[src/framed_packet_checker_core_assert.svh]
// ----------------------------------------------------------------------------
// Assertion macros for the framed packet checker
// Concurrent assertion wrappers; they expand to nothing under synthesis.
// ----------------------------------------------------------------------------
`ifndef FRAMED_PACKET_CHECKER_CORE_ASSERT_SVH
`define FRAMED_PACKET_CHECKER_CORE_ASSERT_SVH

`ifndef SYNTHESIS

`define FPC_ASSERT(lbl, clk, rst, prop, msg) \
   lbl: assert property (@(posedge clk) disable iff (rst) (prop)) else $error(msg);

`define FPC_ASSERT_NEXT(lbl, clk, rst, ante, cons, msg) \
   lbl: assert property (@(posedge clk) disable iff (rst) (ante) |=> (cons)) else $error(msg);

`else

`define FPC_ASSERT(lbl, clk, rst, prop, msg)

`define FPC_ASSERT_NEXT(lbl, clk, rst, ante, cons, msg)

`endif

`endif

[src/fpc_pkg.sv]
// ----------------------------------------------------------------------------
// fpc_pkg
// Shared constants, types and the CRC-32/MPEG-2 update matrix.
// ----------------------------------------------------------------------------
package fpc_pkg;

   localparam int MAX_WORDS_DEF = 256;

   localparam logic [15:0] PREAMBLE_CODE  = 16'h484C;
   localparam logic [31:0] CRC_POLY       = 32'h04C1_1DB7;
   localparam logic [31:0] CRC_INIT       = 32'hFFFF_FFFF;
   localparam logic [31:0] CRC_TOP        = 32'h8000_0000;
   localparam logic [4:0]  FRAME_OVERHEAD = 5'd12;

   typedef enum logic [1:0] {
      STATUS_OK,
      STATUS_BAD_PREAMBLE,
      STATUS_BAD_LENGTH,
      STATUS_BAD_CRC
   } status_type;

   typedef struct packed {
      logic [31:0] first;
      logic [31:0] second;
   } fpc_hdr_type;

   typedef logic [31:0][31:0] crc_matrix_type;

   // 32 zero bits through the MSB-first shift register
   function automatic logic [31:0] crc_shift_zeros(input logic [31:0] crc_in);
      logic [31:0] crc;
      logic        top;
      crc = crc_in;
      for (int k = 0; k < 32; k++) begin
         top = (crc & CRC_TOP) != 32'd0;
         crc = crc << 1;
         if (top) begin
            crc = crc ^ CRC_POLY;
         end
      end
      return crc;
   endfunction

   // row j: which bits of (crc ^ word) feed next-crc bit j
   function automatic crc_matrix_type crc_rows();
      crc_matrix_type rows;
      logic [31:0]    col;
      rows = '0;
      for (int i = 0; i < 32; i++) begin
         col = crc_shift_zeros(32'd1 << i);
         for (int j = 0; j < 32; j++) begin
            rows[j][i] = col[j];
         end
      end
      return rows;
   endfunction

   localparam crc_matrix_type CRC_ROWS = crc_rows();

endpackage

[src/fpc_crc.sv]
// ----------------------------------------------------------------------------
// fpc_crc
// Parallel CRC-32/MPEG-2 update over one 32-bit word.
// ----------------------------------------------------------------------------
module fpc_crc
   import fpc_pkg::*;
(
   input  logic [31:0] crc_i,
   input  logic [31:0] data_i,
   output logic [31:0] crc_o
);

   logic [31:0] mix;

   assign mix = crc_i ^ data_i;

   always_comb begin
      for (int j = 0; j < 32; j++) begin
         crc_o[j] = ^(mix & CRC_ROWS[j]);
      end
   end

endmodule

[src/fpc_verdict.sv]
// ----------------------------------------------------------------------------
// fpc_verdict
// Packet verdict on the CRC word: preamble, length, then CRC.
// ----------------------------------------------------------------------------
module fpc_verdict
   import fpc_pkg::*;
#(
   parameter int MAX_WORDS = MAX_WORDS_DEF,
   parameter int CNT_W     = $clog2(MAX_WORDS + 1)
) (
   input  fpc_hdr_type      hdr_i,
   input  logic [CNT_W-1:0] count_i,
   input  logic [31:0]      crc_word_i,
   input  logic [31:0]      crc_calc_i,
   output status_type       status_o
);

   localparam int TOT_W = CNT_W + 1;
   localparam int LEN_W = (TOT_W + 2 > 17) ? TOT_W + 2 : 17;

   logic [TOT_W-1:0] total;
   logic [LEN_W-1:0] pkt_bytes;
   logic [LEN_W-1:0] exp_bytes;
   logic             bad_len;

   assign total     = TOT_W'(count_i) + TOT_W'(1);
   assign pkt_bytes = LEN_W'(total) << 2;
   assign exp_bytes = LEN_W'(hdr_i.second[31:16]) + LEN_W'(FRAME_OVERHEAD);
   assign bad_len   = (total < TOT_W'(3)) || (total > TOT_W'(MAX_WORDS)) ||
                      (pkt_bytes != exp_bytes);

   always_comb begin
      if (hdr_i.first[15:0] != PREAMBLE_CODE) begin
         status_o = STATUS_BAD_PREAMBLE;
      end else if (bad_len) begin
         status_o = STATUS_BAD_LENGTH;
      end else if (crc_word_i != crc_calc_i) begin
         status_o = STATUS_BAD_CRC;
      end else begin
         status_o = STATUS_OK;
      end
   end

endmodule

[src/framed_packet_checker_core.sv]
// ----------------------------------------------------------------------------
// framed_packet_checker_core
// Header, length and CRC-32 check of framed packets, one word per transaction.
// ----------------------------------------------------------------------------
// Accepts one packet word per clock cycle, back to back, across packets, but a last
// word waits while the result register holds a stalled verdict. A word is
// registered, then in the next cycle the 32-bit parallel CRC update and the verdict
// logic act on it; the verdict of a packet goes to the result register when its last
// word is processed and is held on rsp_ while rsp_stall is high. Only the last word
// of a packet needs the result register, so non-final words keep flowing while a
// verdict waits. Packets longer than MAX_WORDS words with a good preamble are reported as bad length.
`include "framed_packet_checker_core_assert.svh"

module framed_packet_checker_core
   import fpc_pkg::*;
#(
   parameter int MAX_WORDS = MAX_WORDS_DEF
) (
   input  logic        clock,
   input  logic        reset,

   input  logic        req_valid,
   output logic        req_stall,
   input  logic [31:0] req_word,
   input  logic        req_last_word,

   output logic        rsp_valid,
   input  logic        rsp_stall,
   output logic [1:0]  rsp_status,
   output logic [15:0] rsp_payload_len,
   output logic [15:0] rsp_command,
   output logic [15:0] rsp_sequence_res
);

   localparam int CNT_W = $clog2(MAX_WORDS + 1);

   logic             in_vld_ff,  in_vld_in;
   logic [31:0]      in_word_ff, in_word_in;
   logic             in_last_ff, in_last_in;

   logic [31:0]      crc_ff, crc_in;
   logic [CNT_W-1:0] cnt_ff, cnt_in;
   fpc_hdr_type      hdr_ff, hdr_in;

   logic             out_vld_ff,    out_vld_in;
   status_type       out_status_ff, out_status_in;
   logic [15:0]      out_plen_ff,   out_plen_in;
   logic [15:0]      out_cmd_ff,    out_cmd_in;
   logic [15:0]      out_seq_ff,    out_seq_in;

   logic             out_free;
   logic             proc;
   logic             in_free;
   fpc_hdr_type      hdr_cur;
   logic [31:0]      crc_next;
   status_type       verdict;

   assign out_free  = !out_vld_ff || !rsp_stall;
   assign proc      = in_vld_ff && (!in_last_ff || out_free);
   assign in_free   = !in_vld_ff || proc;
   assign req_stall = !in_free;

   // header words are captured by position, also when that word is the last
   assign hdr_cur.first  = (cnt_ff == CNT_W'(0)) ? in_word_ff : hdr_ff.first;
   assign hdr_cur.second = (cnt_ff == CNT_W'(1)) ? in_word_ff : hdr_ff.second;

   fpc_crc u_crc (
      .crc_i  (crc_ff),
      .data_i (in_word_ff),
      .crc_o  (crc_next)
   );

   fpc_verdict #(
      .MAX_WORDS (MAX_WORDS),
      .CNT_W     (CNT_W)
   ) u_verdict (
      .hdr_i      (hdr_cur),
      .count_i    (cnt_ff),
      .crc_word_i (in_word_ff),
      .crc_calc_i (crc_ff),
      .status_o   (verdict)
   );

   // input register
   always_comb begin
      in_vld_in  = in_vld_ff;
      in_word_in = in_word_ff;
      in_last_in = in_last_ff;
      if (in_free) begin
         in_vld_in  = req_valid;
         in_word_in = req_word;
         in_last_in = req_last_word;
      end
   end

   // packet state
   always_comb begin
      crc_in = crc_ff;
      cnt_in = cnt_ff;
      hdr_in = hdr_ff;
      if (proc) begin
         if (in_last_ff) begin
            crc_in = CRC_INIT;
            cnt_in = '0;
            hdr_in = '0;
         end else begin
            crc_in = crc_next;
            hdr_in = hdr_cur;
            if (cnt_ff < CNT_W'(MAX_WORDS)) begin
               cnt_in = cnt_ff + CNT_W'(1);
            end
         end
      end
   end

   // result register
   always_comb begin
      out_vld_in    = out_vld_ff;
      out_status_in = out_status_ff;
      out_plen_in   = out_plen_ff;
      out_cmd_in    = out_cmd_ff;
      out_seq_in    = out_seq_ff;
      if (proc && in_last_ff) begin
         out_vld_in    = 1'b1;
         out_status_in = verdict;
         out_plen_in   = hdr_cur.second[31:16];
         out_cmd_in    = hdr_cur.first[31:16];
         out_seq_in    = hdr_cur.second[15:0];
      end else if (!rsp_stall) begin
         out_vld_in = 1'b0;
      end
   end

   always_ff @(posedge clock) begin
      if (reset) begin
         in_vld_ff  <= 1'b0;
         crc_ff     <= CRC_INIT;
         cnt_ff     <= '0;
         hdr_ff     <= '0;
         out_vld_ff <= 1'b0;
      end else begin
         in_vld_ff  <= in_vld_in;
         crc_ff     <= crc_in;
         cnt_ff     <= cnt_in;
         hdr_ff     <= hdr_in;
         out_vld_ff <= out_vld_in;
      end
   end

   always_ff @(posedge clock) begin
      in_word_ff    <= in_word_in;
      in_last_ff    <= in_last_in;
      out_status_ff <= out_status_in;
      out_plen_ff   <= out_plen_in;
      out_cmd_ff    <= out_cmd_in;
      out_seq_ff    <= out_seq_in;
   end

   assign rsp_valid        = out_vld_ff;
   assign rsp_status       = out_status_ff;
   assign rsp_payload_len  = out_plen_ff;
   assign rsp_command      = out_cmd_ff;
   assign rsp_sequence_res = out_seq_ff;

   `FPC_ASSERT(a_cnt_bound, clock, reset, cnt_ff <= CNT_W'(MAX_WORDS), "word count past capacity")

   `FPC_ASSERT_NEXT(a_last_gives_rsp, clock, reset, proc && in_last_ff, out_vld_ff, "last word gave no verdict")

   `FPC_ASSERT_NEXT(a_last_clears, clock, reset, proc && in_last_ff, cnt_ff == '0 && crc_ff == CRC_INIT, "packet state not cleared")

   `FPC_ASSERT_NEXT(a_mid_no_rsp, clock, reset, !out_vld_ff && !(proc && in_last_ff), !out_vld_ff, "verdict without last word")

endmodule

[config.mk]
export PLATFORM = sky130hd
export DESIGN_NAME = framed_packet_checker_core
export DESIGN_NICKNAME = d
export VERILOG_FILES = /design/src/fpc_pkg.sv /design/src/fpc_crc.sv /design/src/fpc_verdict.sv /design/src/framed_packet_checker_core.sv
export VERILOG_INCLUDE_DIRS = /design/src /design/src/src
export SDC_FILE = /design/constraint.sdc
export NUM_CORES = 1
export LEC_CHECK = 0
export BUFFER_PORTS_ARGS = -buffer_cell sky130_fd_sc_hd__buf_4
export CAP_MARGIN = 20
export CORE_MARGIN = 3
export CORE_UTILIZATION = 66
export DETAILED_ROUTE_END_ITERATION = 12
export PLACE_DENSITY = 0.9
export SYNTH_ARGS = -nofsm -noshare
export SYNTH_HDL_FRONTEND = slang
export SYNTH_HIERARCHICAL = 1
export SYNTH_SLANG_ARGS = --single-unit
[constraint.sdc]
create_clock -name clock -period 5.8 [get_ports clock]
set_input_delay 0.29 -clock clock [delete_from_list [all_inputs] [get_ports clock]]
set_output_delay 0.29 -clock clock [all_outputs]
set_load 0.005 [all_outputs]
==> summary.txt <==
Detailed routing
  • Detailed Route WL: 31000 µm
  • Number of vias per cell: 6.17
  • Met3 WL post-DR: 2240 µm
  • Iter 0 DRT Violations: 1015
  • Met1 wire length: 12400 µm
  • Vias: 8576
  • Avg WL per Cell: 22.3 µm
  • Iteration count of the initial detailed-routing pass: 5
  • DR WL met2: 15200 µm
  • DRC: 0
  • Routed Antenna Nets: 0
  • Highest layer used for signal routing: met4

Floorplanning
  • Die width: 140 µm
  • Vert. Die Dim: 140 µm
  • FP Rows: 48
  • Core area: 17400 µm²
  • Die ar.: 19500 µm²
  • Top Ports: 89
  • Initial Utilization: 67.9%

Global routing
  • Largest net degree at the start of global routing: 97
  • Initial antenna violation count: 0
  • GRT Total Usage: 31.6%
  • Vias in the first global route: 8501
  • Grt total ovfl: 0
  • First-pass GRT wire length: 47800 µm

Synthesis
  • Yosys reg bits: 190
  • Post-synth top flop: dfxtp_1
  • Synth top area cells: edfxtp_1, dfxtp_1, xnor2_1
  • Area leader, netlist: edfxtp_1
  • Post-synthesis cell count: 1086
  • Syn. warnings: 6
  • Syn nets: 1130
  • Syn_area_per_cell: 10.8 µm²
  • Most common library cells after synthesis: xnor2_1, nand2_1, dfxtp_1, edfxtp_1, xor2_1
  • Area of the mapped netlist: 11800 µm²
  • Yosys top cell area share: 21.2%
  • Post-synth EDFFs: 83
  • Count leader, synth: xnor2_1
  • Share of synthesized flip-flops with an asynchronous set or reset: 0%
  • Seq/Total Area, Yosys: 39.3%
  • Netlist cell types: 64

Pwr
  • Switch Pwr: 0.00357 W
  • Internal power: 0.00507 W
  • P_leak: 5.01 nW
  • Gate power share: 66.7%
  • Net Sw Frac: 41.3%
  • Maximum VDD drop: 0.914 mV
  • Pwr/cell area: 659 nW/µm²
  • Power share of the clock group: 13.5%
  • Flop pwr share: 19.8%

Timing
  • Fmax: 224 MHz
  • Setup TNS: 0 ns
  • Min Clock Period, post-route: 4.46 ns
  • Slew HR: 34.1%
  • Final hold vios: 0
  • Final Cycle Share: 77.0%
  • Final setup fails: 0
  • Unrepaired setup endpoints after global routing: false
  • Least-Margin Pin Slew: 0.985 ns
  • Setup Skew: 0.0110 ns
  • Count of pins over their slew limit: 0

Placement
  • Placed wire-length estimate: 21700 µm
  • Post-Place Cell Area: 12500 µm²
  • Placer Congestion: 0.992
  • PortBufs: 88

Clock tree
  • CTS Root Cell: clkbuf_16
  • Clock slew at reported path FFs: 0.08 ns
  • H-tree levels: 4
  • Clock latency on the worst-skew pair: 0.44 ns
  • Cts hold-fix bufs: 0
  • CTS Buf Count: 17
  • CTS tree: yes
  • Clk buf depth: 2
  • Count of clock tree sinks: 190
  • Setup bufs post-CTS: 0
  • Post-cts gate resize count: 0

Worst setup path
  • Crit path max fanout: 19
  • CP Cell Sequence: ha_1 > or4b_1 > or2_2 > buf_16 > mux2_4 > nor2_1 > nor4b_1 > or4_2 > a221o_1 > nor4_1 > a41oi_1
  • Max incr delay on CP: 0.59 ns
  • Nature of the critical path endpoint: flop
  • FF-to-FF Start: cnt_ff[0]
  • Worst R2R Setup Slack: 1.34 ns
  • Critical path required time: 5.98 ns
  • Class of the most critical setup path: reg -> reg
  • Slowest CP cell: dfxtp_1
  • R2R Path End: rsp_status[1]
  • Critical Path Source Type: flop
  • WP data arrival: 4.64 ns
  • Worst R2R Path Depth: 11

Finish
  • Synth-to-layout area growth: 11.3%
  • N_diodes: 0
  • Fin nets: 1197
  • Share of cells above drive strength 1: 22.5%
  • Reg area: 4630 µm²
  • Final Cell Area: 13100 µm²
  • Fill count: 1143
  • Multi-input logic area: 6800 µm²

Worst hold path
  • Hold_sp: req_word[18]
  • Min-Delay Path Class: in -> reg
  • Hold Crit Depth: 1
  • Hold Path End: in_word_ff[18]

Run status
  • Status: finished, final reports clean

Job
  • Max Cap Violations: 0
cells by family after synthesis:
kind of cell	synth area share, %
buffers and inverters	3.32
adder cells (fa/ha/maj)	0.743
flip-flops	39.3
AND/OR/NAND/NOR	12.9
XOR/XNOR	28.1
multiplexers	7.97
AO/OA/AOI/OAI	7.60
worst max-delay path by stage:
| stage | slack, ns | depth (start not counted) | from | end |
|---|---|---|---|---|
| 4_1_cts | 1.36 | 10 | cnt_ff[0] | rsp_status[1] |
| 2_1_floorplan | 1.93 | 4 | in_last_ff | rsp_command[0] |
| 6_report | 1.34 | 11 | cnt_ff[0] | rsp_status[1] |
| 5_1_grt | 1.12 | 11 | cnt_ff[0] | rsp_status[1] |
| 3_3_place_gp | 1.44 | 10 | cnt_ff[0] | rsp_status[1] |
| 3_5_place_dp | 1.38 | 10 | cnt_ff[0] | rsp_status[1] |
sequential cells by signal, indices dropped and copies added, names as in the netlist, 2 cells and up:
name / cells
crc_ff: 32
rsp_status: 2
rsp_sequence_res: 16
rsp_payload_len: 16
hdr_ff: 64
in_word_ff: 32
rsp_command: 16
cnt_ff: 9
power groups by stage:
stage / registers [W] / clock network (W) / logic (W)
floorplan: 0.00169 / 0 / 0.00473
global placement: 0.00172 / 0 / 0.00562
detailed placement: 0.00174 / 0 / 0.00566
CTS: 0.00171 / 0.00117 / 0.00573
global route: 0.00172 / 0.00123 / 0.00610
finish: 0.00171 / 0.00117 / 0.00576
critical path, delay by kind of cell, from the launching register on:
family | cells | cell delay (ns)
simple gates | 6 | 2.19
flops | 1 | 0.59
compound gates | 2 | 0.51
mux | 1 | 0.34
buf+inv | 1 | 0.28
fa+ha+maj | 1 | 0.26
cell type report:
type	instances	share of cell area [%]
multi-input combinational	836	51.8
tap	225	2.15
clock inverter	15	1.25
inverter	9	0.258
timing repair buffer	99	5.92
clock buffer	17	3.24
sequential	190	35.3
layout by cell type (no fill, tap or decap), drive strengths merged, types with 3 or more instances in the layout:
master,instances
xor2,78
nor2,15
a41oi,3
ha,7
clkbuf,17
xnor2,206
o21ai,67
inv,18
or4,6
nand4,9
mux2,64
edfxtp,83
nor4b,5
nor2b,32
dfxtp,107
nand3,43
a31oi,5
clkinv,4
and3,4
nor4,12
nor3,4
nor3b,3
buf,99
and2,4
a21oi,72
xnor3,16
or4b,3
or3,4
nand3b,5
nand2,146
per-stage QoR:
stage	total power (W)	cells	setup slack, ns	hold WS (ns)	utilization (%)
final	0.00864	1391	1.34	0.0236	75.5
after CTS	0.00860	1389	1.36	0.0146	75.3
after floorplan	0.00642	1086	1.93	0.389	-
after global routing	0.00905	1391	1.12	0.0103	75.5
after global placement	0.00734	1357	1.44	0.456	71.9
after detailed placement	0.00740	1357	1.38	0.463	71.9
metal layers:
layer  GRT usage, %  vias up
met1           39.7     4173
li1               -     3888
met5              0        -
met2           53.2      438
met3           6.29       77
met4           13.7        0
No activity file was read; power rests on OpenSTA's default activity.
